[config.mk]
export PLATFORM = sky130hd
export DESIGN_NAME = mppt_perturb_observe_with_sweep_flat
export DESIGN_NICKNAME = d
export VERILOG_FILES = /design/src/sv/mppt_pos_pkg.sv /design/src/sv/mppt_pos_ifs.sv /design/src/sv/mppt_pos_lim.sv /design/src/sv/mppt_pos_meas.sv /design/src/sv/mppt_pos_core.sv /design/src/sv/mppt_perturb_observe_with_sweep.sv /design/src/flat_wrapper.sv
export VERILOG_INCLUDE_DIRS = /design/src /design/src/sv
export SDC_FILE = /design/constraint.sdc
export NUM_CORES = 1
export LEC_CHECK = 0
export BUFFER_PORTS_ARGS = -buffer_cell sky130_fd_sc_hd__buf_2
export CAP_MARGIN = 20
export CORE_MARGIN = 2
export CORE_UTILIZATION = 55
export DETAILED_ROUTE_END_ITERATION = 8
export PLACE_DENSITY = 0.72
export SLEW_MARGIN = 30
export SYNTH_ARGS = -nofsm -noshare
export SYNTH_HDL_FRONTEND = slang
export SYNTH_HIERARCHICAL = 1
export SYNTH_SLANG_ARGS = --single-unit
[constraint.sdc]
create_clock -name i_clk -period 12.45 [get_ports i_clk]
set_input_delay 1.8675 -clock i_clk [delete_from_list [all_inputs] [get_ports i_clk]]
set_output_delay 1.8675 -clock i_clk [all_outputs]
set_load 0.02 [all_outputs]
[src/sv/mppt_perturb_observe_with_sweep_defines.svh]
// Assertion macros for the MPPT perturb-and-observe block.
// Used by the top level; expects i_clk and i_rst_n in scope.
`ifndef MPPT_PERTURB_OBSERVE_WITH_SWEEP_DEFINES_SVH
`define MPPT_PERTURB_OBSERVE_WITH_SWEEP_DEFINES_SVH

// same-cycle implication
`define MPPT_POS_ASSERT_IMP(lbl, ante, cons, msg) \
    lbl: assert property (@(posedge i_clk) disable iff (!i_rst_n) (ante) |-> (cons)) \
        else $error(msg);

// next-cycle implication
`define MPPT_POS_ASSERT_NXT(lbl, ante, cons, msg) \
    lbl: assert property (@(posedge i_clk) disable iff (!i_rst_n) (ante) |=> (cons)) \
        else $error(msg);

`endif

[src/sv/mppt_pos_pkg.sv]
// Shared constants, register codes and types of the MPPT tracker.
// No dependencies.
package mppt_pos_pkg;

    localparam int ADC_BITS = 10;
    localparam int POWER_W  = 20;
    localparam int PROD_W   = 2 * ADC_BITS;
    localparam int EXT_W    = (PROD_W > POWER_W) ? PROD_W : POWER_W;
    localparam int DUTY_W   = 8;
    localparam int CFG_W    = 8;
    localparam int CFG_IDX_W = 3;

    // voltage compare: raw*1000/1012 against limit is raw*250 against limit*253
    localparam int VOLT_NUM = 250;
    localparam int VOLT_DEN = 253;
    localparam int VS_W     = ADC_BITS + 8;
    localparam int THR_W    = 18;
    localparam int VCMP_W   = (VS_W > THR_W) ? VS_W : THR_W;

    localparam int CUR_W    = ADC_BITS - 2;
    localparam int CURC_W   = (CUR_W > CFG_W) ? CUR_W : CFG_W;

    // charge limit (LIM_BASE - LIM_SLOPE*t) / 5
    localparam int T_LOW      = -29;
    localparam int T_HIGH     = 49;
    localparam int T_DEFAULT  = 25;
    localparam int LIM_BASE   = 3525;
    localparam int LIM_SLOPE  = 3;
    localparam int RECIP5     = 52429;
    localparam int RECIP5_SH  = 18;

    localparam logic [CFG_IDX_W-1:0] CFG_AIR_TEMP    = 3'd0;
    localparam logic [CFG_IDX_W-1:0] CFG_CURRENT_LIM = 3'd1;
    localparam logic [CFG_IDX_W-1:0] CFG_DUTY_MIN    = 3'd2;
    localparam logic [CFG_IDX_W-1:0] CFG_DUTY_MAX    = 3'd3;
    localparam logic [CFG_IDX_W-1:0] CFG_SWEEP_STEP  = 3'd4;

    localparam logic [CFG_W-1:0] RST_AIR_TEMP    = 8'd20;
    localparam logic [CFG_W-1:0] RST_CURRENT_LIM = 8'd200;
    localparam logic [CFG_W-1:0] RST_DUTY_MIN    = 8'd30;
    localparam logic [CFG_W-1:0] RST_DUTY_MAX    = 8'd200;
    localparam logic [CFG_W-1:0] RST_SWEEP_STEP  = 8'd5;

    typedef struct packed {
        logic [CFG_W-1:0] air_temperature;
        logic [CFG_W-1:0] current_limit;
        logic [CFG_W-1:0] duty_min;
        logic [CFG_W-1:0] duty_max;
        logic [CFG_W-1:0] sweep_step;
    } t_cfg;

    typedef struct packed {
        logic [VCMP_W-1:0] thr_lo;
        logic [VCMP_W-1:0] thr_hi;
    } t_lim;

    typedef struct packed {
        logic [EXT_W-1:0]  power;
        logic [VCMP_W-1:0] volt_scaled;
        logic [CURC_W-1:0] current;
    } t_meas;

endpackage

[src/sv/mppt_pos_ifs.sv]
// Valid/ready channel interfaces: sample input, result output, register write.
// Depends on mppt_pos_pkg.
interface mppt_pos_in_if;
    logic                               valid;
    logic                               ready;
    logic [mppt_pos_pkg::ADC_BITS-1:0]  battery_sample;
    logic [mppt_pos_pkg::ADC_BITS-1:0]  shunt_sample;
    modport source (output valid, battery_sample, shunt_sample, input ready);
    modport sink (input valid, battery_sample, shunt_sample, output ready);
endinterface

interface mppt_pos_out_if;
    logic                               valid;
    logic                               ready;
    logic [mppt_pos_pkg::DUTY_W-1:0]    duty_out;
    logic                               sweeping;
    logic [mppt_pos_pkg::POWER_W-1:0]   power_value;
    modport source (output valid, duty_out, sweeping, power_value, input ready);
    modport sink (input valid, duty_out, sweeping, power_value, output ready);
endinterface

interface mppt_pos_cfg_if;
    logic                               valid;
    logic                               ready;
    logic [mppt_pos_pkg::CFG_IDX_W-1:0] index;
    logic [mppt_pos_pkg::CFG_W-1:0]     data;
    modport source (output valid, index, data, input ready);
    modport sink (input valid, index, data, output ready);
endinterface

[src/sv/mppt_pos_lim.sv]
// Charge voltage limit thresholds, registered from the temperature setting.
// Depends on mppt_pos_pkg.
module mppt_pos_lim (
    input  logic                 i_clk,
    input  mppt_pos_pkg::t_cfg   i_cfg,
    output mppt_pos_pkg::t_lim   o_lim
);

    localparam int N_W = 12;
    localparam int Q_W = 10;
    localparam int P_W = 28;

    logic signed [mppt_pos_pkg::CFG_W-1:0] temp;
    logic signed [mppt_pos_pkg::CFG_W-1:0] temp_used;
    logic [N_W-1:0]                        lim_num;
    logic [P_W-1:0]                        lim_prod;
    logic [Q_W-1:0]                        lim_q;
    mppt_pos_pkg::t_lim                    n_lim;
    mppt_pos_pkg::t_lim                    r_lim;

    always_comb begin
        temp = $signed(i_cfg.air_temperature);
        if (temp >= mppt_pos_pkg::CFG_W'(mppt_pos_pkg::T_LOW)
                && temp <= mppt_pos_pkg::CFG_W'(mppt_pos_pkg::T_HIGH)) begin
            temp_used = temp;
        end else begin
            temp_used = mppt_pos_pkg::CFG_W'(mppt_pos_pkg::T_DEFAULT);
        end
        lim_num  = N_W'(mppt_pos_pkg::LIM_BASE - mppt_pos_pkg::LIM_SLOPE * int'(temp_used));
        lim_prod = P_W'(lim_num) * P_W'(mppt_pos_pkg::RECIP5);
        lim_q    = Q_W'(lim_prod >> mppt_pos_pkg::RECIP5_SH);
        n_lim.thr_lo = mppt_pos_pkg::VCMP_W'(lim_q)
                       * mppt_pos_pkg::VCMP_W'(mppt_pos_pkg::VOLT_DEN);
        n_lim.thr_hi = n_lim.thr_lo + mppt_pos_pkg::VCMP_W'(mppt_pos_pkg::VOLT_DEN);
    end

    always_ff @(posedge i_clk) begin
        r_lim <= n_lim;
    end

    assign o_lim = r_lim;

endmodule

[src/sv/mppt_pos_meas.sv]
// Input stage: accept a sample beat, register power, scaled voltage and current.
// Depends on mppt_pos_pkg and mppt_pos_ifs.
module mppt_pos_meas (
    input  logic                 i_clk,
    input  logic                 i_rst_n,
    mppt_pos_in_if.sink          i_in,
    input  logic                 i_adv,
    output logic                 o_valid,
    output mppt_pos_pkg::t_meas  o_meas
);

    logic                 r_valid;
    mppt_pos_pkg::t_meas  r_meas;
    mppt_pos_pkg::t_meas  n_meas;
    logic                 accept;

    assign i_in.ready = !r_valid || i_adv;
    assign accept     = i_in.valid && i_in.ready;

    always_comb begin
        n_meas.power = mppt_pos_pkg::EXT_W'(i_in.battery_sample)
                       * mppt_pos_pkg::EXT_W'(i_in.shunt_sample);
        n_meas.volt_scaled = mppt_pos_pkg::VCMP_W'(i_in.battery_sample)
                             * mppt_pos_pkg::VCMP_W'(mppt_pos_pkg::VOLT_NUM);
        n_meas.current = mppt_pos_pkg::CURC_W'(i_in.shunt_sample >> 2);
    end

    always_ff @(posedge i_clk) begin
        if (!i_rst_n) begin
            r_valid <= 1'b0;
        end else if (accept) begin
            r_valid <= 1'b1;
        end else if (i_adv) begin
            r_valid <= 1'b0;
        end
    end

    always_ff @(posedge i_clk) begin
        if (accept) begin
            r_meas <= n_meas;
        end
    end

    assign o_valid = r_valid;
    assign o_meas  = r_meas;

endmodule

[src/sv/mppt_pos_core.sv]
// Tracker state update (perturb-and-observe and sweep) and result register.
// Depends on mppt_pos_pkg and mppt_pos_ifs.
module mppt_pos_core (
    input  logic                 i_clk,
    input  logic                 i_rst_n,
    input  logic                 i_valid,
    input  mppt_pos_pkg::t_meas  i_meas,
    input  mppt_pos_pkg::t_cfg   i_cfg,
    input  mppt_pos_pkg::t_lim   i_lim,
    output logic                 o_adv,
    mppt_pos_out_if.source       o_out
);

    localparam int DW = mppt_pos_pkg::DUTY_W;
    localparam int PW = mppt_pos_pkg::EXT_W;

    logic [DW-1:0]  r_duty, n_duty;
    logic           r_dir, n_dir;
    logic [PW-1:0]  r_prev, n_prev;
    logic           r_sweep, n_sweep;
    logic [PW-1:0]  r_best_p, n_best_p;
    logic [DW-1:0]  r_best_d, n_best_d;

    logic                              r_out_valid;
    logic [DW-1:0]                     r_duty_out;
    logic                              r_sweeping;
    logic [mppt_pos_pkg::POWER_W-1:0]  r_power;

    logic [DW-1:0]                     step;
    logic [DW:0]                       next_pt;
    logic [mppt_pos_pkg::CURC_W-1:0]   cur_lim;
    logic                              over;
    logic                              below;
    logic                              finish;

    assign o_adv = i_valid && (!r_out_valid || o_out.ready);

    always_comb begin
        n_duty   = r_duty;
        n_dir    = r_dir;
        n_prev   = r_prev;
        n_sweep  = r_sweep;
        n_best_p = r_best_p;
        n_best_d = r_best_d;
        finish   = 1'b0;
        step     = (i_cfg.sweep_step == '0) ? DW'(1) : i_cfg.sweep_step;
        next_pt  = {1'b0, r_duty} + {1'b0, step};
        cur_lim  = mppt_pos_pkg::CURC_W'(i_cfg.current_limit);
        over     = (i_meas.volt_scaled >= i_lim.thr_hi) || (i_meas.current > cur_lim);
        below    = (i_meas.volt_scaled < i_lim.thr_lo) && (i_meas.current < cur_lim);
        if (r_sweep) begin
            finish = over;
            if (!over) begin
                if (i_meas.power > r_best_p) begin
                    n_best_p = i_meas.power;
                    n_best_d = r_duty;
                end
                if (next_pt > {1'b0, i_cfg.duty_max}) begin
                    finish = 1'b1;
                end else begin
                    n_duty = next_pt[DW-1:0];
                end
            end
            if (finish) begin
                n_duty  = n_best_d;
                n_sweep = 1'b0;
            end
        end else if (r_duty > i_cfg.duty_min && r_duty < i_cfg.duty_max) begin
            if (i_meas.power < r_prev) begin
                n_dir = !r_dir;
            end
            if (n_dir && below) begin
                n_duty = r_duty + DW'(1);
            end else begin
                n_duty = r_duty - DW'(1);
            end
            n_prev = i_meas.power;
        end else begin
            n_best_p = '0;
            n_best_d = '0;
            if (i_cfg.duty_min <= i_cfg.duty_max) begin
                n_duty  = i_cfg.duty_min;
                n_sweep = 1'b1;
            end else begin
                n_duty = '0;
            end
        end
    end

    always_ff @(posedge i_clk) begin
        if (!i_rst_n) begin
            r_duty      <= '0;
            r_dir       <= 1'b1;
            r_prev      <= '0;
            r_sweep     <= 1'b0;
            r_best_p    <= '0;
            r_best_d    <= '0;
            r_out_valid <= 1'b0;
        end else begin
            if (o_adv) begin
                r_duty      <= n_duty;
                r_dir       <= n_dir;
                r_prev      <= n_prev;
                r_sweep     <= n_sweep;
                r_best_p    <= n_best_p;
                r_best_d    <= n_best_d;
                r_out_valid <= 1'b1;
            end else if (o_out.ready) begin
                r_out_valid <= 1'b0;
            end
        end
    end

    always_ff @(posedge i_clk) begin
        if (o_adv) begin
            r_duty_out <= n_duty;
            r_sweeping <= n_sweep;
            r_power    <= i_meas.power[mppt_pos_pkg::POWER_W-1:0];
        end
    end

    assign o_out.valid       = r_out_valid;
    assign o_out.duty_out    = r_duty_out;
    assign o_out.sweeping    = r_sweeping;
    assign o_out.power_value = r_power;

endmodule

[src/sv/mppt_perturb_observe_with_sweep.sv]
// MPPT tracker top level: config registers, input stage, limits, tracker core.
// An accepted sample beat is registered in the input stage, then in the result
// register. Throughput: one beat per cycle while the output is not stalled; the
// input stage and the result register pass on together, so a stalled output holds
// at most two beats in flight. Reset (synchronous, active low) loads the register
// defaults and the tracker state; thresholds follow the registers in the cycle after.
`include "mppt_perturb_observe_with_sweep_defines.svh"

module mppt_perturb_observe_with_sweep (
    input  logic            i_clk,
    input  logic            i_rst_n,
    mppt_pos_in_if.sink     i_in,
    mppt_pos_cfg_if.sink    i_cfg,
    mppt_pos_out_if.source  o_out
);

    mppt_pos_pkg::t_cfg   r_cfg;
    mppt_pos_pkg::t_lim   lim;
    mppt_pos_pkg::t_meas  meas;
    logic                 s1_valid;
    logic                 s2_adv;

    assign i_cfg.ready = 1'b1;

    always_ff @(posedge i_clk) begin
        if (!i_rst_n) begin
            r_cfg.air_temperature <= mppt_pos_pkg::RST_AIR_TEMP;
            r_cfg.current_limit   <= mppt_pos_pkg::RST_CURRENT_LIM;
            r_cfg.duty_min        <= mppt_pos_pkg::RST_DUTY_MIN;
            r_cfg.duty_max        <= mppt_pos_pkg::RST_DUTY_MAX;
            r_cfg.sweep_step      <= mppt_pos_pkg::RST_SWEEP_STEP;
        end else if (i_cfg.valid && i_cfg.ready) begin
            unique case (i_cfg.index)
                mppt_pos_pkg::CFG_AIR_TEMP:    r_cfg.air_temperature <= i_cfg.data;
                mppt_pos_pkg::CFG_CURRENT_LIM: r_cfg.current_limit   <= i_cfg.data;
                mppt_pos_pkg::CFG_DUTY_MIN:    r_cfg.duty_min        <= i_cfg.data;
                mppt_pos_pkg::CFG_DUTY_MAX:    r_cfg.duty_max        <= i_cfg.data;
                mppt_pos_pkg::CFG_SWEEP_STEP:  r_cfg.sweep_step      <= i_cfg.data;
                default: begin
                end
            endcase
        end
    end

    mppt_pos_lim u_lim (
        .i_clk (i_clk),
        .i_cfg (r_cfg),
        .o_lim (lim)
    );

    mppt_pos_meas u_meas (
        .i_clk   (i_clk),
        .i_rst_n (i_rst_n),
        .i_in    (i_in),
        .i_adv   (s2_adv),
        .o_valid (s1_valid),
        .o_meas  (meas)
    );

    mppt_pos_core u_core (
        .i_clk   (i_clk),
        .i_rst_n (i_rst_n),
        .i_valid (s1_valid),
        .i_meas  (meas),
        .i_cfg   (r_cfg),
        .i_lim   (lim),
        .o_adv   (s2_adv),
        .o_out   (o_out)
    );

    `MPPT_POS_ASSERT_IMP(a_stall_blocks_input, s1_valid && !s2_adv, !i_in.ready, "input taken while stage full")
    `MPPT_POS_ASSERT_NXT(a_adv_gives_result, s2_adv, o_out.valid, "advanced beat produced no result")
    `MPPT_POS_ASSERT_NXT(a_no_extra_result, o_out.valid && o_out.ready && !s2_adv, !o_out.valid, "result beat repeated")

endmodule
[src/flat_wrapper.sv]
// flat-port wrapper written by rule: the top's interface ports become plain ports
module mppt_perturb_observe_with_sweep_flat 
  (i_clk, i_rst_n, i_in_valid, i_in_battery_sample, i_in_shunt_sample, i_in_ready, i_cfg_valid, i_cfg_index, i_cfg_data, i_cfg_ready, o_out_valid, o_out_duty_out, o_out_sweeping, o_out_power_value, o_out_ready);
  mppt_pos_in_if i_in_i ();
  mppt_pos_cfg_if i_cfg_i ();
  mppt_pos_out_if o_out_i ();
  input  logic i_clk;
  input  logic i_rst_n;
  input wire logic [$bits(i_in_i.valid)-1:0] i_in_valid;
  input wire logic [$bits(i_in_i.battery_sample)-1:0] i_in_battery_sample;
  input wire logic [$bits(i_in_i.shunt_sample)-1:0] i_in_shunt_sample;
  output wire logic [$bits(i_in_i.ready)-1:0] i_in_ready;
  input wire logic [$bits(i_cfg_i.valid)-1:0] i_cfg_valid;
  input wire logic [$bits(i_cfg_i.index)-1:0] i_cfg_index;
  input wire logic [$bits(i_cfg_i.data)-1:0] i_cfg_data;
  output wire logic [$bits(i_cfg_i.ready)-1:0] i_cfg_ready;
  output wire logic [$bits(o_out_i.valid)-1:0] o_out_valid;
  output wire logic [$bits(o_out_i.duty_out)-1:0] o_out_duty_out;
  output wire logic [$bits(o_out_i.sweeping)-1:0] o_out_sweeping;
  output wire logic [$bits(o_out_i.power_value)-1:0] o_out_power_value;
  input wire logic [$bits(o_out_i.ready)-1:0] o_out_ready;
  assign i_in_i.valid = i_in_valid;
  assign i_in_i.battery_sample = i_in_battery_sample;
  assign i_in_i.shunt_sample = i_in_shunt_sample;
  assign i_in_ready = i_in_i.ready;
  assign i_cfg_i.valid = i_cfg_valid;
  assign i_cfg_i.index = i_cfg_index;
  assign i_cfg_i.data = i_cfg_data;
  assign i_cfg_ready = i_cfg_i.ready;
  assign o_out_valid = o_out_i.valid;
  assign o_out_duty_out = o_out_i.duty_out;
  assign o_out_sweeping = o_out_i.sweeping;
  assign o_out_power_value = o_out_i.power_value;
  assign o_out_i.ready = o_out_ready;
  mppt_perturb_observe_with_sweep u_core (.i_clk(i_clk), .i_rst_n(i_rst_n), .i_in(i_in_i), .i_cfg(i_cfg_i), .o_out(o_out_i));
endmodule
==> metrics.txt <==
status=finished, final reports clean; drt total wl=46080 um; register bit total from synthesis=210; Crit path required time=12840 ps; core area=38380 um2; Synthesis Warnings=6; Max-Cap Viols=0; CP Class=register to register; Final Cycle Share=95.49%; GP Congestion=0.8939; DR pass1 iterations=8; final hold violation count=0; DR vias=around 16k; IO buf count=66; most frequent CP cell=inv_1; H-tree levels=1; Syn-to-layout area delta=8.425%; Syn Inst Count=approximately 2.2k; synth unique cells=101; GR Overflow Total=0; initial antenna violation count=1; Startpoint Class=register; post-DP HPWL=roughly 36000 um; vias in the first global route=about 16k; reg2reg setup slack=560 ps; slowest cell on the critical path=or4_1; CP peak stage delay=550 ps; fraction of layout cells with a size suffix above 1=under 10%; DRC=0; drt wl/cell=roughly 16 um; first-pass GRT wire length=approximately 77000 um; ys flop type=dfxtp_1; clock-pin slew on the worst setup and hold paths=50 ps; crit path capture type=register; root buf cell=clkbuf_16; Die Y-Extent=200.7 um; Nets=2807; CTS Buf Count=26; count of pins over their slew limit=0; min Tclk post-route=11890 ps; number of synthesized flops with an enable pin=74; CTS tree=yes; initial core utilization=55.45%; Finished Core Util=between 60% and 70%; sequential-to-total area share from yosys stat=between 20% and 30%; Max FO, Critical Path=7; Syn Area/Cell=9.652 um2; Clock Sinks=210; Async SR Flop Fraction=0%; clk_lat worst skew=between 500 and 600 ps; hold_ws=around 450 ps; largest net degree at the start of global routing=between 90 and 100; Initial DRC Count=roughly 860; Routed Antenna Nets=0; relative slew slack=a little over two fifths; worst-margin pin slew=~850 ps; die width=between 200 and 250 um; FP Rows=72; Synth Cell Area=between 20000 and 25000 um2; HP Class=register to register; # IOs=68; setup violators final=0; area of the die=40280 um2; clk_skew=20.11 ps; Total GRT Usage=22.83%; FMAX=84.11 MHz; hold buffer count at CTS=0; WP data arrival=12280 ps; DR vias/cell=around 5.6; Max Buffers Root-to-Sink=3
-- area by class of cell --
type	count	area [um2]
repair buffers	80	435.4
inverters	362	1359
fillers	3279	15300
clock buffers	42	813.3
well taps	518	648.1
diodes	1	2.502
clock inverters	6	32.53
multi-input cells	1579	14840
flip-flops and latches	210	4946
-- sequential cells by signal, indices dropped and copies added (netlist names) --
register                         flops
u_core/u_core/o_out.power_value     20
u_core/u_core/o_out.valid            1
u_core/u_core/o_out.duty_out         8
u_core/u_core/r_prev                20
u_core/u_core/r_best_p              20
u_core/u_core/r_sweep                1
u_core/r_cfg                        40
u_core/u_meas/o_meas                45
u_core/u_meas/o_valid                1
u_core/u_core/r_dir                  1
u_core/u_core/r_best_d               8
u_core/u_core/r_duty                 8
u_core/u_core/o_out.sweeping         1
u_core/u_lim/o_lim                  36
-- kinds of logic (layout without fill, tap and decap cells) --
kind of cell             count (synthesis)  after routing  synth area share (%)
AND/OR/NAND/NOR                        503            503                 12.61
flip-flops                             210            210                 23.23
XOR/XNOR                               103            103                 4.656
AO/OA/AOI/OAI                          382            382                 12.88
adder cells (fa/ha/maj)                512            512                 35.39
other                                    4              8               0.07053
multiplexers                            72             72                 3.404
buffers and inverters                  419            490                 7.749
-- metal layers --
layer	global-route usage [%]	wire length, um
met1	31.73	21410
met2	38.45	21940
met3	2.289	1699
met4	5.556	1031
met5	0	0
-- worst max-delay path, delay by kind of cell, from the launching register on --
family	cells	cell delay, ps
xor+xnor	5	970
buf+inv	10	640
compound gates	10	1660
fa+ha+maj	15	5930
simple gates	10	2150
flops	1	380
-- Yosys cell counts, types with 10 or more instances --
master	n	area, um2
a211oi_1	18	135.1
a21boi_1	10	75.07
a21boi_2	11	123.9
a21o_1	56	420.4
a21oi_1	98	490.5
a22oi_1	12	90.09
a31oi_1	12	75.07
and2_1	70	437.9
and3_1	10	62.56
clkbuf_1	36	135.1
dfxtp_1	136	2723
edfxtp_1	74	2222
fa_1	150	3003
ha_1	362	4529
inv_1	362	1359
mux2i_1	69	690.7
nand2_1	149	559.3
nand2b_1	21	131.4
nand3_1	50	250.2
nand4_1	21	131.4
nor2_1	57	214.0
nor2b_1	62	387.9
nor3_1	12	60.06
o211ai_1	12	90.09
o21a_1	13	97.59
o21ai_0	53	265.3
xnor2_1	60	525.5
xor2_1	35	306.5
-- per-stage QoR --
step	setup TNS [ps]	setup slack, ps	cell area (um2)	std cells
3_5_place_dp	0	54.06	22060	2744
4_1_cts	0	33.31	22910	2792
3_3_place_gp	0	401.0	22060	2744
2_1_floorplan	0	1036	21290	2208
5_1_grt	-167.5	-88.40	23070	2798
6_report	0	561.2	23070	2798
-- layout by cell type (no fill, tap or decap), types with 8 or more instances in the layout --
cell type | synthesis | final
a211oi_1 | 18 | 16
a21boi_1 | 10 | 10
a21boi_2 | 11 | 11
a21o_1 | 56 | 56
a21oi_1 | 98 | 94
a22oi_1 | 12 | 12
a31oi_1 | 12 | 12
and2_1 | 70 | 69
and3_1 | 10 | 10
buf_2 | 9 | 66
buf_4 | 5 | 14
clkbuf_1 | 36 | 8
clkbuf_16 | 0 | 28
dfxtp_1 | 136 | 135
edfxtp_1 | 74 | 74
fa_1 | 150 | 150
ha_1 | 362 | 361
inv_1 | 362 | 361
mux2i_1 | 69 | 69
nand2_1 | 149 | 149
nand2b_1 | 21 | 21
nand3_1 | 50 | 49
nand4_1 | 21 | 21
nor2_1 | 57 | 57
nor2b_1 | 62 | 62
nor3_1 | 12 | 10
o211ai_1 | 12 | 12
o21a_1 | 13 | 13
o21ai_0 | 53 | 52
o21bai_1 | 9 | 9
xnor2_1 | 60 | 58
xor2_1 | 35 | 32
-- worst paths after layout --
check / start / depth (start not counted) / endpoint
max: u_core/r_cfg[35] / 50 / u_core/u_lim/o_lim[17]
min: u_core/u_core/r_best_p[4] / 2 / u_core/u_core/r_best_p[4]
max reg2reg: u_core/r_cfg[35] / 50 / u_core/u_lim/o_lim[17]
min reg2reg: u_core/u_core/r_best_p[4] / 2 / u_core/u_core/r_best_p[4]
-- timing repair --
action / CTS / global route
pin swaps: 0 / 2
gates resized for setup: 1 / 22
buffers inserted: 0 / 4
endpoints found under the setup margin: 2 / 13
Power is left out: the tool's default activity adds up to more than one toggle a clock period on the data nets, which glitch-free logic cannot reach.
